$ cat src/rtl/core/rbc_pkg.sv
// ----------------------------------------------------------------------------
// rbc_pkg
// Shared widths, constants and link types of the radix base converter.
// ----------------------------------------------------------------------------
package rbc_pkg;

    localparam int VAL_W     = 63;
    localparam int DIG_W     = 4;
    localparam int BASE_W    = 5;
    localparam int SB_W      = 4;
    localparam int DEC_CELLS = 19;

    localparam logic [BASE_W-1:0] DEC_BASE = BASE_W'(10);
    localparam logic [BASE_W-1:0] TB_MIN   = BASE_W'(2);
    localparam logic [BASE_W-1:0] TB_MAX   = BASE_W'(16);

    typedef enum logic {
        CFG_SOURCE_BASE = 1'b0,
        CFG_TARGET_BASE = 1'b1
    } t_cfg_index;

    typedef struct packed {
        logic en;
        logic carry;
    } t_link;

    typedef struct packed {
        logic clear;
        logic shift;
    } t_cell_ctl;

endpackage

$ cat src/rtl/core/rbc_cell.sv
// ----------------------------------------------------------------------------
// rbc_cell
// One digit cell: doubles its digit plus the incoming carry modulo the base
// and hands the carry up, or shifts digits up for readout.
// ----------------------------------------------------------------------------
module rbc_cell
    import rbc_pkg::*;
(
    input  logic              i_clk,
    input  logic              i_rst_n,
    input  t_cell_ctl         i_ctl,
    input  logic [BASE_W-1:0] i_base,
    input  t_link             i_link,
    input  logic [DIG_W-1:0]  i_shift_in,
    output t_link             o_link,
    output logic [DIG_W-1:0]  o_digit
);

    logic [DIG_W-1:0]  r_digit;
    t_link             r_link;
    logic [DIG_W:0]    w_sum;
    logic              w_wrap;

    assign w_sum  = {r_digit, i_link.carry};
    assign w_wrap = w_sum >= i_base;

    always_ff @(posedge i_clk) begin
        if (!i_rst_n) begin
            r_link <= '0;
        end else if (i_ctl.clear || i_ctl.shift) begin
            r_link <= '0;
        end else if (i_link.en) begin
            r_link <= '{en: 1'b1, carry: w_wrap};
        end else begin
            r_link <= '0;
        end
    end

    always_ff @(posedge i_clk) begin
        if (i_ctl.clear) begin
            r_digit <= '0;
        end else if (i_ctl.shift) begin
            r_digit <= i_shift_in;
        end else if (i_link.en) begin
            r_digit <= w_wrap ? DIG_W'(w_sum - i_base) : w_sum[DIG_W-1:0];
        end
    end

    assign o_link  = r_link;
    assign o_digit = r_digit;

endmodule

$ cat src/rtl/core/rbc_chain.sv
// ----------------------------------------------------------------------------
// rbc_chain
// Row of digit cells, least significant at the bottom; bits enter at the
// bottom most significant first and the top digit is read out.
// ----------------------------------------------------------------------------
module rbc_chain
    import rbc_pkg::*;
#(
    parameter int CELLS = 19
) (
    input  logic              i_clk,
    input  logic              i_rst_n,
    input  t_cell_ctl         i_ctl,
    input  logic [BASE_W-1:0] i_base,
    input  t_link             i_feed,
    output logic [DIG_W-1:0]  o_top,
    output t_link             o_spill
);

    t_link            w_link [0:CELLS];
    logic [DIG_W-1:0] w_dig  [0:CELLS];

    assign w_link[0] = i_feed;
    assign w_dig[0]  = '0;

    for (genvar g = 0; g < CELLS; g++) begin : g_cell
        rbc_cell u_cell (
            .i_clk      (i_clk),
            .i_rst_n    (i_rst_n),
            .i_ctl      (i_ctl),
            .i_base     (i_base),
            .i_link     (w_link[g]),
            .i_shift_in (w_dig[g]),
            .o_link     (w_link[g+1]),
            .o_digit    (w_dig[g+1])
        );
    end

    assign o_top   = w_dig[CELLS];
    assign o_spill = w_link[CELLS];

endmodule

$ cat src/rtl/core/radix_base_converter.sv
// ----------------------------------------------------------------------------
// radix_base_converter
// Reads the decimal digits of each word in the source base and emits the
// value as target-base digits, most significant first.
// ----------------------------------------------------------------------------
//  channel  dir  handshake             payload
//  s        in   i_s_tvalid/o_s_tready i_s_tdata[62:0] coded_value
//  m        out  o_m_tvalid/i_m_tready o_m_tdata[3:0] out_digit, tlast, tuser
//  cfg      in   i_cfg_valid/o_cfg_ready i_cfg_index, i_cfg_data
//
//  One word at a time: decimal split in a 19-cell row, weighting in the
//  source base, target split in a MAX_DIGITS-cell row, then readout, which
//  holds while m stalls. A rejected word skips the target split and readout.
//  The result register lets the next word enter while the last digit waits.
//  Reset is synchronous and clears control state, config and the accumulator, not the digits.
// ----------------------------------------------------------------------------
module radix_base_converter
    import rbc_pkg::*;
#(
    parameter int MAX_DIGITS = 64
) (
    input  logic        i_clk,
    input  logic        i_rst_n,
    input  logic        i_s_tvalid,
    output logic        o_s_tready,
    input  logic [63:0] i_s_tdata,     // [62:0] coded_value
    output logic        o_m_tvalid,
    input  logic        i_m_tready,
    output logic [7:0]  o_m_tdata,     // [3:0] out_digit
    output logic        o_m_tlast,     // final_digit
    output logic        o_m_tuser,     // [0] bad_digit
    input  logic        i_cfg_valid,
    output logic        o_cfg_ready,
    input  logic        i_cfg_index,
    input  logic [4:0]  i_cfg_data
);

    localparam int CW = $clog2(VAL_W + MAX_DIGITS);
    localparam logic [CW-1:0] DEC_LAST  = CW'(VAL_W + DEC_CELLS - 2);
    localparam logic [CW-1:0] HORN_LAST = CW'(DEC_CELLS - 1);
    localparam logic [CW-1:0] TGT_LAST  = CW'(VAL_W + MAX_DIGITS - 2);
    localparam logic [CW-1:0] FEED_LEN  = CW'(VAL_W);
    localparam logic [CW-1:0] EMIT_LEN  = CW'(MAX_DIGITS);

    typedef enum logic [2:0] {
        S_IDLE,
        S_DEC,
        S_HORN,
        S_TGT,
        S_EMIT,
        S_ERR
    } t_state;

    t_state            r_state;
    logic [CW-1:0]     r_cnt;
    logic [VAL_W-1:0]  r_acc;
    logic              r_bad;
    logic              r_started;
    logic [SB_W-1:0]   r_sb;
    logic [BASE_W-1:0] r_tb;
    logic              r_ovalid;
    logic [DIG_W-1:0]  r_odig;
    logic              r_olast;
    logic              r_obad;

    logic [BASE_W-1:0] w_tb;
    logic              w_accept;
    logic              w_feed;
    t_link             w_dec_feed;
    t_link             w_tgt_feed;
    t_cell_ctl         w_dec_ctl;
    t_cell_ctl         w_tgt_ctl;
    logic [DIG_W-1:0]  w_dec_top;
    logic [DIG_W-1:0]  w_tgt_top;
    t_link             w_dec_spill;
    t_link             w_tgt_spill;
    logic [VAL_W-1:0]  w_horner;
    logic              w_dig_bad;
    logic              w_out_free;
    logic              w_skip;
    logic              w_emit;

    assign w_tb = (r_tb < TB_MIN) ? TB_MIN : ((r_tb > TB_MAX) ? TB_MAX : r_tb);

    assign o_s_tready  = (r_state == S_IDLE);
    assign o_cfg_ready = 1'b1;
    assign w_accept    = i_s_tvalid && o_s_tready;

    assign w_feed     = ((r_state == S_DEC) || (r_state == S_TGT)) && (r_cnt < FEED_LEN);
    assign w_dec_feed = '{en: w_feed && (r_state == S_DEC), carry: r_acc[VAL_W-1]};
    assign w_tgt_feed = '{en: w_feed && (r_state == S_TGT), carry: r_acc[VAL_W-1]};

    assign w_out_free = !r_ovalid || i_m_tready;
    assign w_skip     = (r_state == S_EMIT) && !r_started && (w_tgt_top == '0)
                        && (r_cnt > CW'(1));
    assign w_emit     = (r_state == S_EMIT) && !w_skip && w_out_free;

    assign w_dec_ctl = '{clear: w_accept, shift: (r_state == S_HORN)};
    assign w_tgt_ctl = '{clear: w_accept, shift: w_skip || w_emit};

    assign w_horner  = r_acc * VAL_W'(r_sb) + VAL_W'(w_dec_top);
    assign w_dig_bad = w_dec_top >= r_sb;

    rbc_chain #(
        .CELLS (DEC_CELLS)
    ) u_dec_chain (
        .i_clk   (i_clk),
        .i_rst_n (i_rst_n),
        .i_ctl   (w_dec_ctl),
        .i_base  (DEC_BASE),
        .i_feed  (w_dec_feed),
        .o_top   (w_dec_top),
        .o_spill (w_dec_spill)
    );

    rbc_chain #(
        .CELLS (MAX_DIGITS)
    ) u_tgt_chain (
        .i_clk   (i_clk),
        .i_rst_n (i_rst_n),
        .i_ctl   (w_tgt_ctl),
        .i_base  (w_tb),
        .i_feed  (w_tgt_feed),
        .o_top   (w_tgt_top),
        .o_spill (w_tgt_spill)
    );

    always_ff @(posedge i_clk) begin
        if (!i_rst_n) begin
            r_state   <= S_IDLE;
            r_cnt     <= '0;
            r_bad     <= 1'b0;
            r_started <= 1'b0;
            r_sb      <= SB_W'(10);
            r_tb      <= BASE_W'(2);
            r_ovalid  <= 1'b0;
            r_acc     <= '0;
        end else begin
            if (i_cfg_valid) begin
                case (t_cfg_index'(i_cfg_index))
                    CFG_SOURCE_BASE: r_sb <= i_cfg_data[SB_W-1:0];
                    CFG_TARGET_BASE: r_tb <= i_cfg_data;
                    default: ;
                endcase
            end

            if (w_emit || ((r_state == S_ERR) && w_out_free)) begin
                r_ovalid <= 1'b1;
            end else if (i_m_tready) begin
                r_ovalid <= 1'b0;
            end

            if (w_feed) begin
                r_acc <= {r_acc[VAL_W-2:0], 1'b0};
            end

            case (r_state)
                S_IDLE: begin
                    if (w_accept) begin
                        r_acc   <= i_s_tdata[VAL_W-1:0];
                        r_cnt   <= '0;
                        r_state <= S_DEC;
                    end
                end
                S_DEC: begin
                    if (r_cnt == DEC_LAST) begin
                        r_cnt   <= '0;
                        r_bad   <= 1'b0;
                        r_state <= S_HORN;
                    end else begin
                        r_cnt <= r_cnt + CW'(1);
                    end
                end
                S_HORN: begin
                    r_acc <= w_horner;
                    r_bad <= r_bad || w_dig_bad;
                    if (r_cnt == HORN_LAST) begin
                        r_cnt   <= '0;
                        r_state <= (r_bad || w_dig_bad) ? S_ERR : S_TGT;
                    end else begin
                        r_cnt <= r_cnt + CW'(1);
                    end
                end
                S_TGT: begin
                    if (r_cnt == TGT_LAST) begin
                        r_cnt     <= EMIT_LEN;
                        r_started <= 1'b0;
                        r_state   <= S_EMIT;
                    end else begin
                        r_cnt <= r_cnt + CW'(1);
                    end
                end
                S_EMIT: begin
                    if (w_skip) begin
                        r_cnt <= r_cnt - CW'(1);
                    end else if (w_emit) begin
                        r_odig    <= w_tgt_top;
                        r_olast   <= (r_cnt == CW'(1));
                        r_obad    <= 1'b0;
                        r_started <= 1'b1;
                        r_cnt     <= r_cnt - CW'(1);
                        if (r_cnt == CW'(1)) begin
                            r_state <= S_IDLE;
                        end
                    end
                end
                S_ERR: begin
                    if (w_out_free) begin
                        r_odig   <= '0;
                        r_olast  <= 1'b1;
                        r_obad   <= 1'b1;
                        r_state  <= S_IDLE;
                    end
                end
                default: begin
                    r_state <= S_IDLE;
                end
            endcase
        end
    end

    assign o_m_tvalid = r_ovalid;
    assign o_m_tdata  = {{(8 - DIG_W){1'b0}}, r_odig};
    assign o_m_tlast  = r_olast;
    assign o_m_tuser  = r_obad;

    a_dec_no_spill: assert property (@(posedge i_clk) disable iff (!i_rst_n)
        !w_dec_spill.carry)
        else $error("decimal row overflowed");

    a_tgt_no_spill: assert property (@(posedge i_clk) disable iff (!i_rst_n)
        !w_tgt_spill.carry)
        else $error("target row overflowed");

    a_bad_is_last: assert property (@(posedge i_clk) disable iff (!i_rst_n)
        (o_m_tvalid && o_m_tuser) |-> (o_m_tlast && (o_m_tdata == '0)))
        else $error("error word not marked last");

    a_digit_in_base: assert property (@(posedge i_clk) disable iff (!i_rst_n)
        (o_m_tvalid && !o_m_tuser) |-> (BASE_W'(o_m_tdata[DIG_W-1:0]) < w_tb))
        else $error("digit not below target base");

    a_emit_count: assert property (@(posedge i_clk) disable iff (!i_rst_n)
        (r_state == S_EMIT) |-> (r_cnt != '0))
        else $error("readout ran past the row");

endmodule
$ cat config.mk
export PLATFORM = sky130hd
export DESIGN_NAME = radix_base_converter
export DESIGN_NICKNAME = d
export VERILOG_FILES = /design/src/rtl/core/rbc_pkg.sv /design/src/rtl/core/rbc_cell.sv /design/src/rtl/core/rbc_chain.sv /design/src/rtl/core/radix_base_converter.sv
export SDC_FILE = /design/constraint.sdc
export NUM_CORES = 2
export LEC_CHECK = 0
export BUFFER_PORTS_ARGS = -buffer_cell sky130_fd_sc_hd__buf_2
export CORE_UTILIZATION = 58
export CTS_CLUSTER_SIZE = 28
export DETAILED_ROUTE_END_ITERATION = 10
export GPL_ROUTABILITY_DRIVEN = 0
export GPL_TIMING_DRIVEN = 0
export PLACE_DENSITY = 0.75
export RECOVER_POWER = 100
export SLEW_MARGIN = 20
export SYNTH_ARGS = -nofsm -noshare
export SYNTH_HDL_FRONTEND = slang
export SYNTH_SLANG_ARGS = --single-unit
$ cat constraint.sdc
create_clock -name i_clk -period 20.8 [get_ports i_clk]
set_input_delay 6.24 -clock i_clk [delete_from_list [all_inputs] [get_ports i_clk]]
set_output_delay 6.24 -clock i_clk [all_outputs]
set_load 0.01 [all_outputs]
* Word-level counts from Yosys, hierarchy flattened *
Index checks and enable logic that the tools add are counted.

storage, ports and cells
  bits in latches = 0
  logic and storage cells = 1099
  RAM bits = 0
  register bits after elaboration = 585
  input bits = 75
  output and inout bits = 13
  memories kept = 0
  ROM bits = 0

cells by class
  mux-type cells = 367
  bitwise operators = 83
  eq/ne operators = 18
  multiply operators = 1
  add/sub/neg operators = 86
  reductions and logical operators = 200
  div/mod/pow operators = 0
  order comparisons = 88
  shifts and indexed selects = 0

operators by type and width
  operator                                             count
  two-way mux 4 bit                                    248
  >= comparator 5 bit                                  64
  subtractor 4 bit                                     64
  OR reduction 3 bit                                   81
  nonzero test 2 bit                                   85
  two-way mux 2 bit                                    81
  two-way mux 63 bit                                   2
  case mux 63 bit (2 select lines)                     1
  >= comparator 5 x 4 -> 1 bit, second input constant  19
  inverter 1 bit                                       83
  subtractor 4 bit, second input constant              19
  adder 63 x 4 -> 63 bit                               1
  multiplier 63 x 4 -> 63 bit                          1
  two-way mux 7 bit                                    6
  case mux 7 bit (5 select lines)                      1
  two-way mux 3 bit                                    9
  case mux 3 bit (6 select lines)                      1
  equality test 7 bit, second input constant           2
  two-way mux 1 bit                                    11
  logical AND 1 bit                                    10
  two-way mux 5 bit                                    2
  != test 2 x 1 -> 1 bit, second input constant        4
  != test 2 bit, second input constant                 4
  case mux 1 bit (2 select lines)                      4
  25 further kinds                                     40

* Longest topological paths before layout *
  depth in word-level cells = 10
  gate-level depth with buffers = 19
  mapped depth without buffers = 17

* Cells and area by module *
A second synthesis with hierarchy kept.

second synthesis, totals
  cell total of the unflattened synthesis = 6574
  area, all modules = 56526.7 µm²

by module, submodules not included
  module                                        seq. area each (µm²)  times used  cells an instance  area an instance (µm²)
  rbc_cell (u_tgt_chain.g_cell[15].u_cell ...)  120.1                 48          58                 510.5
  rbc_cell (u_dec_chain.g_cell[0].u_cell ...)   120.1                 35          58                 506.7
  radix_base_converter                          1881.8                1           1758               14279.9
  rbc_chain                                     0.0                   2           1                  3.8

* Worst setup path after synthesis *
Ideal clock, no wire load.

  path type = flip-flop to flip-flop
  start point = reg r_tb[2]
  end point = reg u_tgt_chain.g_cell[47].u_cell.r_digit[0]
  slack = 5.838 ns
  required time = 20.735 ns
  period minus slack after synthesis = 14.962 ns
  cell stages (with the launch flop) = 14
  path buffers = 1
  setup time = 0.065 ns
  data arrival time = 14.897 ns
  cell sequence = dfxtp_1 nor2_1 o21ai_0 ha_1 a21o_1 a21oi_1 a21boi_0 o21ai_0 nand2b_1 clkbuf_1 mux2_2 a211oi_1 a21oi_1 nor2_1

between the ends
  cells in the longest elaborated chain, start to end = 7
  elaborated cells between the ends (all ways) = 9
  classes of those cells = 1 x add/sub; 3 x order compare; 5 x mux

ends and longest elaborated chain
  element                                                  line                            source
  start: declaration                                       radix_base_converter.sv:60      logic [BASE_W-1:0] r_tb;
  start signal: assignment                                 radix_base_converter.sv:142     CFG_TARGET_BASE: r_tb <= i_cfg_data;
  > comparator 5 bit                                       radix_base_converter.sv:83      assign w_tb = (r_tb < TB_MIN) ? TB_MIN : ((r_tb > TB_MAX) ? TB_MAX : r_tb);
  two-way mux 5 bit                                        radix_base_converter.sv:83
  two-way mux 5 bit *                                      radix_base_converter.sv:83
  subtractor 4 bit or >= comparator 5 bit (tied branches)  rbc_cell.sv:45, rbc_cell.sv:25
  two-way mux 4 bit *                                      rbc_cell.sv:45                  r_digit <= w_wrap ? DIG_W'(w_sum - i_base) : w_sum[DIG_W-1:0];
  two-way mux 4 bit *                                      rbc_cell.sv:44                  end else if (i_link.en) begin
  two-way mux 4 bit *                                      rbc_cell.sv:42                  end else if (i_ctl.shift) begin
  end signal: assignment                                   rbc_cell.sv:43                  r_digit <= i_shift_in;
  end signal: assignment                                   rbc_cell.sv:45
  end: declaration                                         rbc_cell.sv:19                  logic [DIG_W-1:0] r_digit;

Mark *: on every way between the ends. The rest lies on a longest branch, timed or not. The select of a mux whose other input is x is not followed.
A chain may end at the register's enable or synchronous reset.

* Worst setup path in the final report *
  start point = reg r_state[1]
  end point = out o_s_tready

between the ends
  cells in the longest elaborated chain, start to end = 1

ends and longest elaborated chain
  element                   line                         source
  start: declaration        radix_base_converter.sv:54   t_state r_state;
  start signal: assignment  radix_base_converter.sv:179  r_state <= (r_bad || w_dig_bad) ? S_ERR : S_TGT;
  logical NOT 3 bit         radix_base_converter.sv:85   assign o_s_tready = (r_state == S_IDLE);
  end: declaration          radix_base_converter.sv:25   output logic o_s_tready,

No other way between the ends.

==> results.sh <==
export IMPL_outcome="finished with violations"
export IMPL_violations="capacitance limit, slew limit"
export IMPL_dp_cells=6538
export IMPL_portBuffers=80
export IMPL_maxCapViolations=1
export IMPL_synth_compound_area_frac=0.196
export IMPL_final_antenna_net_count=0
export IMPL_syn_area_per_cell_um2=8.45
export IMPL_vias=40546
export IMPL_hold_class="reg -> reg"
export IMPL_row_count=102
export IMPL_fmax_ghz=0.106
export IMPL_synth_edff_count=6
export IMPL_clock_sinks=585
export IMPL_initialDrtViolationCount=3390
export IMPL_synth_simple_gate_area_frac=0.161
export IMPL_place_ws_ps=11680
export IMPL_diodes=0
export IMPL_dieArea_mm2=0.0798
export IMPL_min_path_cells=2
export IMPL_nFillCells=6742
export IMPL_crit_type="reg -> out"
export IMPL_synth_top_family_by_area="adder cells"
export IMPL_clk_latency_ps=630
export IMPL_multi_input_area_mm2=0.0316
export IMPL_total_power_uw=3160
export IMPL_final_cells=6665
export IMPL_fin_setup_tns_ps=0
export IMPL_critPathArrivalTime_ps=3230
export IMPL_syn_inst=5401
export IMPL_clockRootBuffer="clkbuf_16"
export IMPL_antenna_found_initial=1
export IMPL_worstSetupEndpoint="o_s_tready"
export IMPL_synth_most_common_cell="nor2_1"
export IMPL_path_max_fanout=10
export IMPL_cts_resized_gates=0
export IMPL_cts_setup_buffers=0
export IMPL_area_growth_pct=9.53
export IMPL_clockBufferDepth=3
export IMPL_fp_dieH_um=282
export IMPL_grt_pass1_wl_um=210000
export IMPL_dp_hpwl_um=95800
export IMPL_core_area_mm2=0.0776
export IMPL_yosys_area_share_adder=0.211
export IMPL_grt_pass1_vias=39538
export IMPL_cts_max_level=3
export IMPL_ys_seq_area_frac=0.258
export IMPL_report_final_slew_viol_count=8
export IMPL_slew_headroom=-0.0267
export IMPL_cts_hold_buffers_added=0
export IMPL_end_kind="output port"
export IMPL_startpoint_type="flop"
export IMPL_avgViaCountPerCell=6.08
export IMPL_ys_flop_type="dfxtp_1"
export IMPL_final_core_util=0.644
export IMPL_synth_mux_area_fraction=0.0836
export IMPL_synth_top_cell_by_area="dfxtp_1"
export IMPL_timing_final_crit_share=0.455
export IMPL_r2r_cells=18
export IMPL_route_detailed_drc=0
export IMPL_powerDensity_mw_per_mm2=63.2
export IMPL_worstPathRequired_ps=14560
export IMPL_p_leak_uw=0.0207
export IMPL_drt_first_pass_iters=7
export IMPL_initial_utilization=0.588
export IMPL_worstReg2RegStart="r_sb[1]"
export IMPL_drive_gt1_frac=0.0492
export IMPL_syn_area_mm2=0.0456
export IMPL_r2r_end="r_acc[55]"
export IMPL_rsz0062_at_grt="no"
export IMPL_die_x_um=282
export IMPL_cts_buffers=70
export IMPL_wl_um=132000
export IMPL_crit_start="r_state[1]"
export IMPL_r2r_slack_ps=14280
export IMPL_nets=6302
export IMPL_ir_worst_vdd_uv=53.7
export IMPL_synth_top_area_frac=0.254
export IMPL_synthArstFlopShare=0
export IMPL_cts_tree="built"
export IMPL_period_needed_ps=9470
export IMPL_netlist_top_cells_area="dfxtp_1 25%, ha_1 13%, fa_1 8.1%"
export IMPL_yosys_top_cells_count="707 x nor2_1, 579 x dfxtp_1, 531 x a21oi_1, 472 x ha_1, 362 x mux2i_1"
export IMPL_gr_total_overflow=0
export IMPL_setup_viol=0
export IMPL_grt_max_degree=42
export IMPL_yosysWarnings=0
export IMPL_worst_slew_pin_slew_ps=1520
export IMPL_num_io_pins=88
export IMPL_synth_xor_area_share=0.0401
export IMPL_routedWlPerCell_um=19.7
export IMPL_seq_area_mm2=0.0118
export IMPL_synth_distinct_cells=91
export IMPL_hold_viol=0
export IMPL_ys_ff_latch=585
export IMPL_finClkSkew_ps=20.7
export IMPL_clk_pin_slew_ps=60
export IMPL_track_usage=0.329
export IMPL_fin_ws_ps=11330
[per-stage QoR]
stage	hold WS, ps	area, um2
3_5_place_dp	462	47700
6_report	471	50000
3_3_place_gp	458	47300
5_1_grt	492	50000
2_1_floorplan	437	45600
4_1_cts	470	50000
[layout make-up]
type,count,area share
inverter,215,0.0162
buffer,385,0.0301
timing repair buffer,94,0.0151
clock buffer,103,0.0398
clock inverter,24,0.00546
sequential,585,0.236
tap,1040,0.0260
multi-input combinational,4219,0.632
[critical path: stages, from the launching register on]
cell	delay [ps]
dfxtp_1	300
clkbuf_1	380
clkbuf_1	470
clkbuf_1	510
clkbuf_1	580
nor2_1	180
clkbuf_1	170
[routing by layer]
metal  up-vias  global-route usage  share of wire
met2      1482               0.537           0.46
met1     19348               0.425           0.43
met4         0               0.157          0.051
met5         -                   0              0
met3       398              0.0480          0.065
li1      19318                   -              -
[layout by cell type, fill, tap and decap left out, drive strengths merged, types with 5 or more instances in the layout]
master and count:
nor2 712, dfxtp 579, a21oi 536, ha 472
clkbuf 465, mux2i 362, a211oi 317, and2 302
o21ai 217, inv 215, xnor2 186, fa 185
nand2 178, buf 117, a21o 101, nand3 99
and3 86, nand2b 75, a21boi 68, a31oi 52
o22ai 34, o31ai 26, nand4 24, nor2b 23
xor2 23, clkinv 20, nor3 18, mux2 17
o21bai 14, o21a 9, o221ai 8, nor4 6
or3 6, edfxtp 6, conb 5, or2 5
[flip-flops by register name, summed over array words and instances, names as in the netlist, 3 cells and up]
name	count
r_sb	4
u_tgt_chain.g_cell.u_cell.o_digit	256
r_state	3
r_acc	63
u_tgt_chain.g_cell.u_cell.o_link	126
r_cnt	7
u_dec_chain.g_cell.u_cell.o_link	36
r_tb	5
r_odig	4
u_dec_chain.g_cell.u_cell.o_digit	76
[power by group]
part | total [uW] | leakage, uW | internal (uW) | switching [uW]
Sequential | 1170 | 0.00472 | 1140 | 28.3
Clock | 1230 | 0.00111 | 707 | 524
Combinational | 761 | 0.0149 | 286 | 475
[how the worst min path moves through the flow]
stage / startpoint / to
floorplan: r_tb[0] / r_tb[0]
global placement: u_dec_chain.g_cell[14].u_cell.o_digit[3] / u_dec_chain.g_cell[14].u_cell.o_digit[3]
detailed placement: u_dec_chain.g_cell[2].u_cell.o_digit[3] / u_dec_chain.g_cell[2].u_cell.o_digit[3]
CTS: u_dec_chain.g_cell[2].u_cell.o_digit[3] / u_dec_chain.g_cell[2].u_cell.o_digit[3]
global route: u_dec_chain.g_cell[2].u_cell.o_digit[3] / u_dec_chain.g_cell[2].u_cell.o_digit[3]
finish: u_dec_chain.g_cell[2].u_cell.o_digit[3] / u_dec_chain.g_cell[2].u_cell.o_digit[3]
[cell families after synthesis]
logic type / after synthesis
AO/OA/AOI/OAI: 1425
multiplexers: 379
AND/OR/NAND/NOR: 1544
buffers and inverters: 600
adder cells (fa/ha/maj): 657
flip-flops: 585
other: 2
XOR/XNOR: 209
Power figures use the tool's default switching activity.
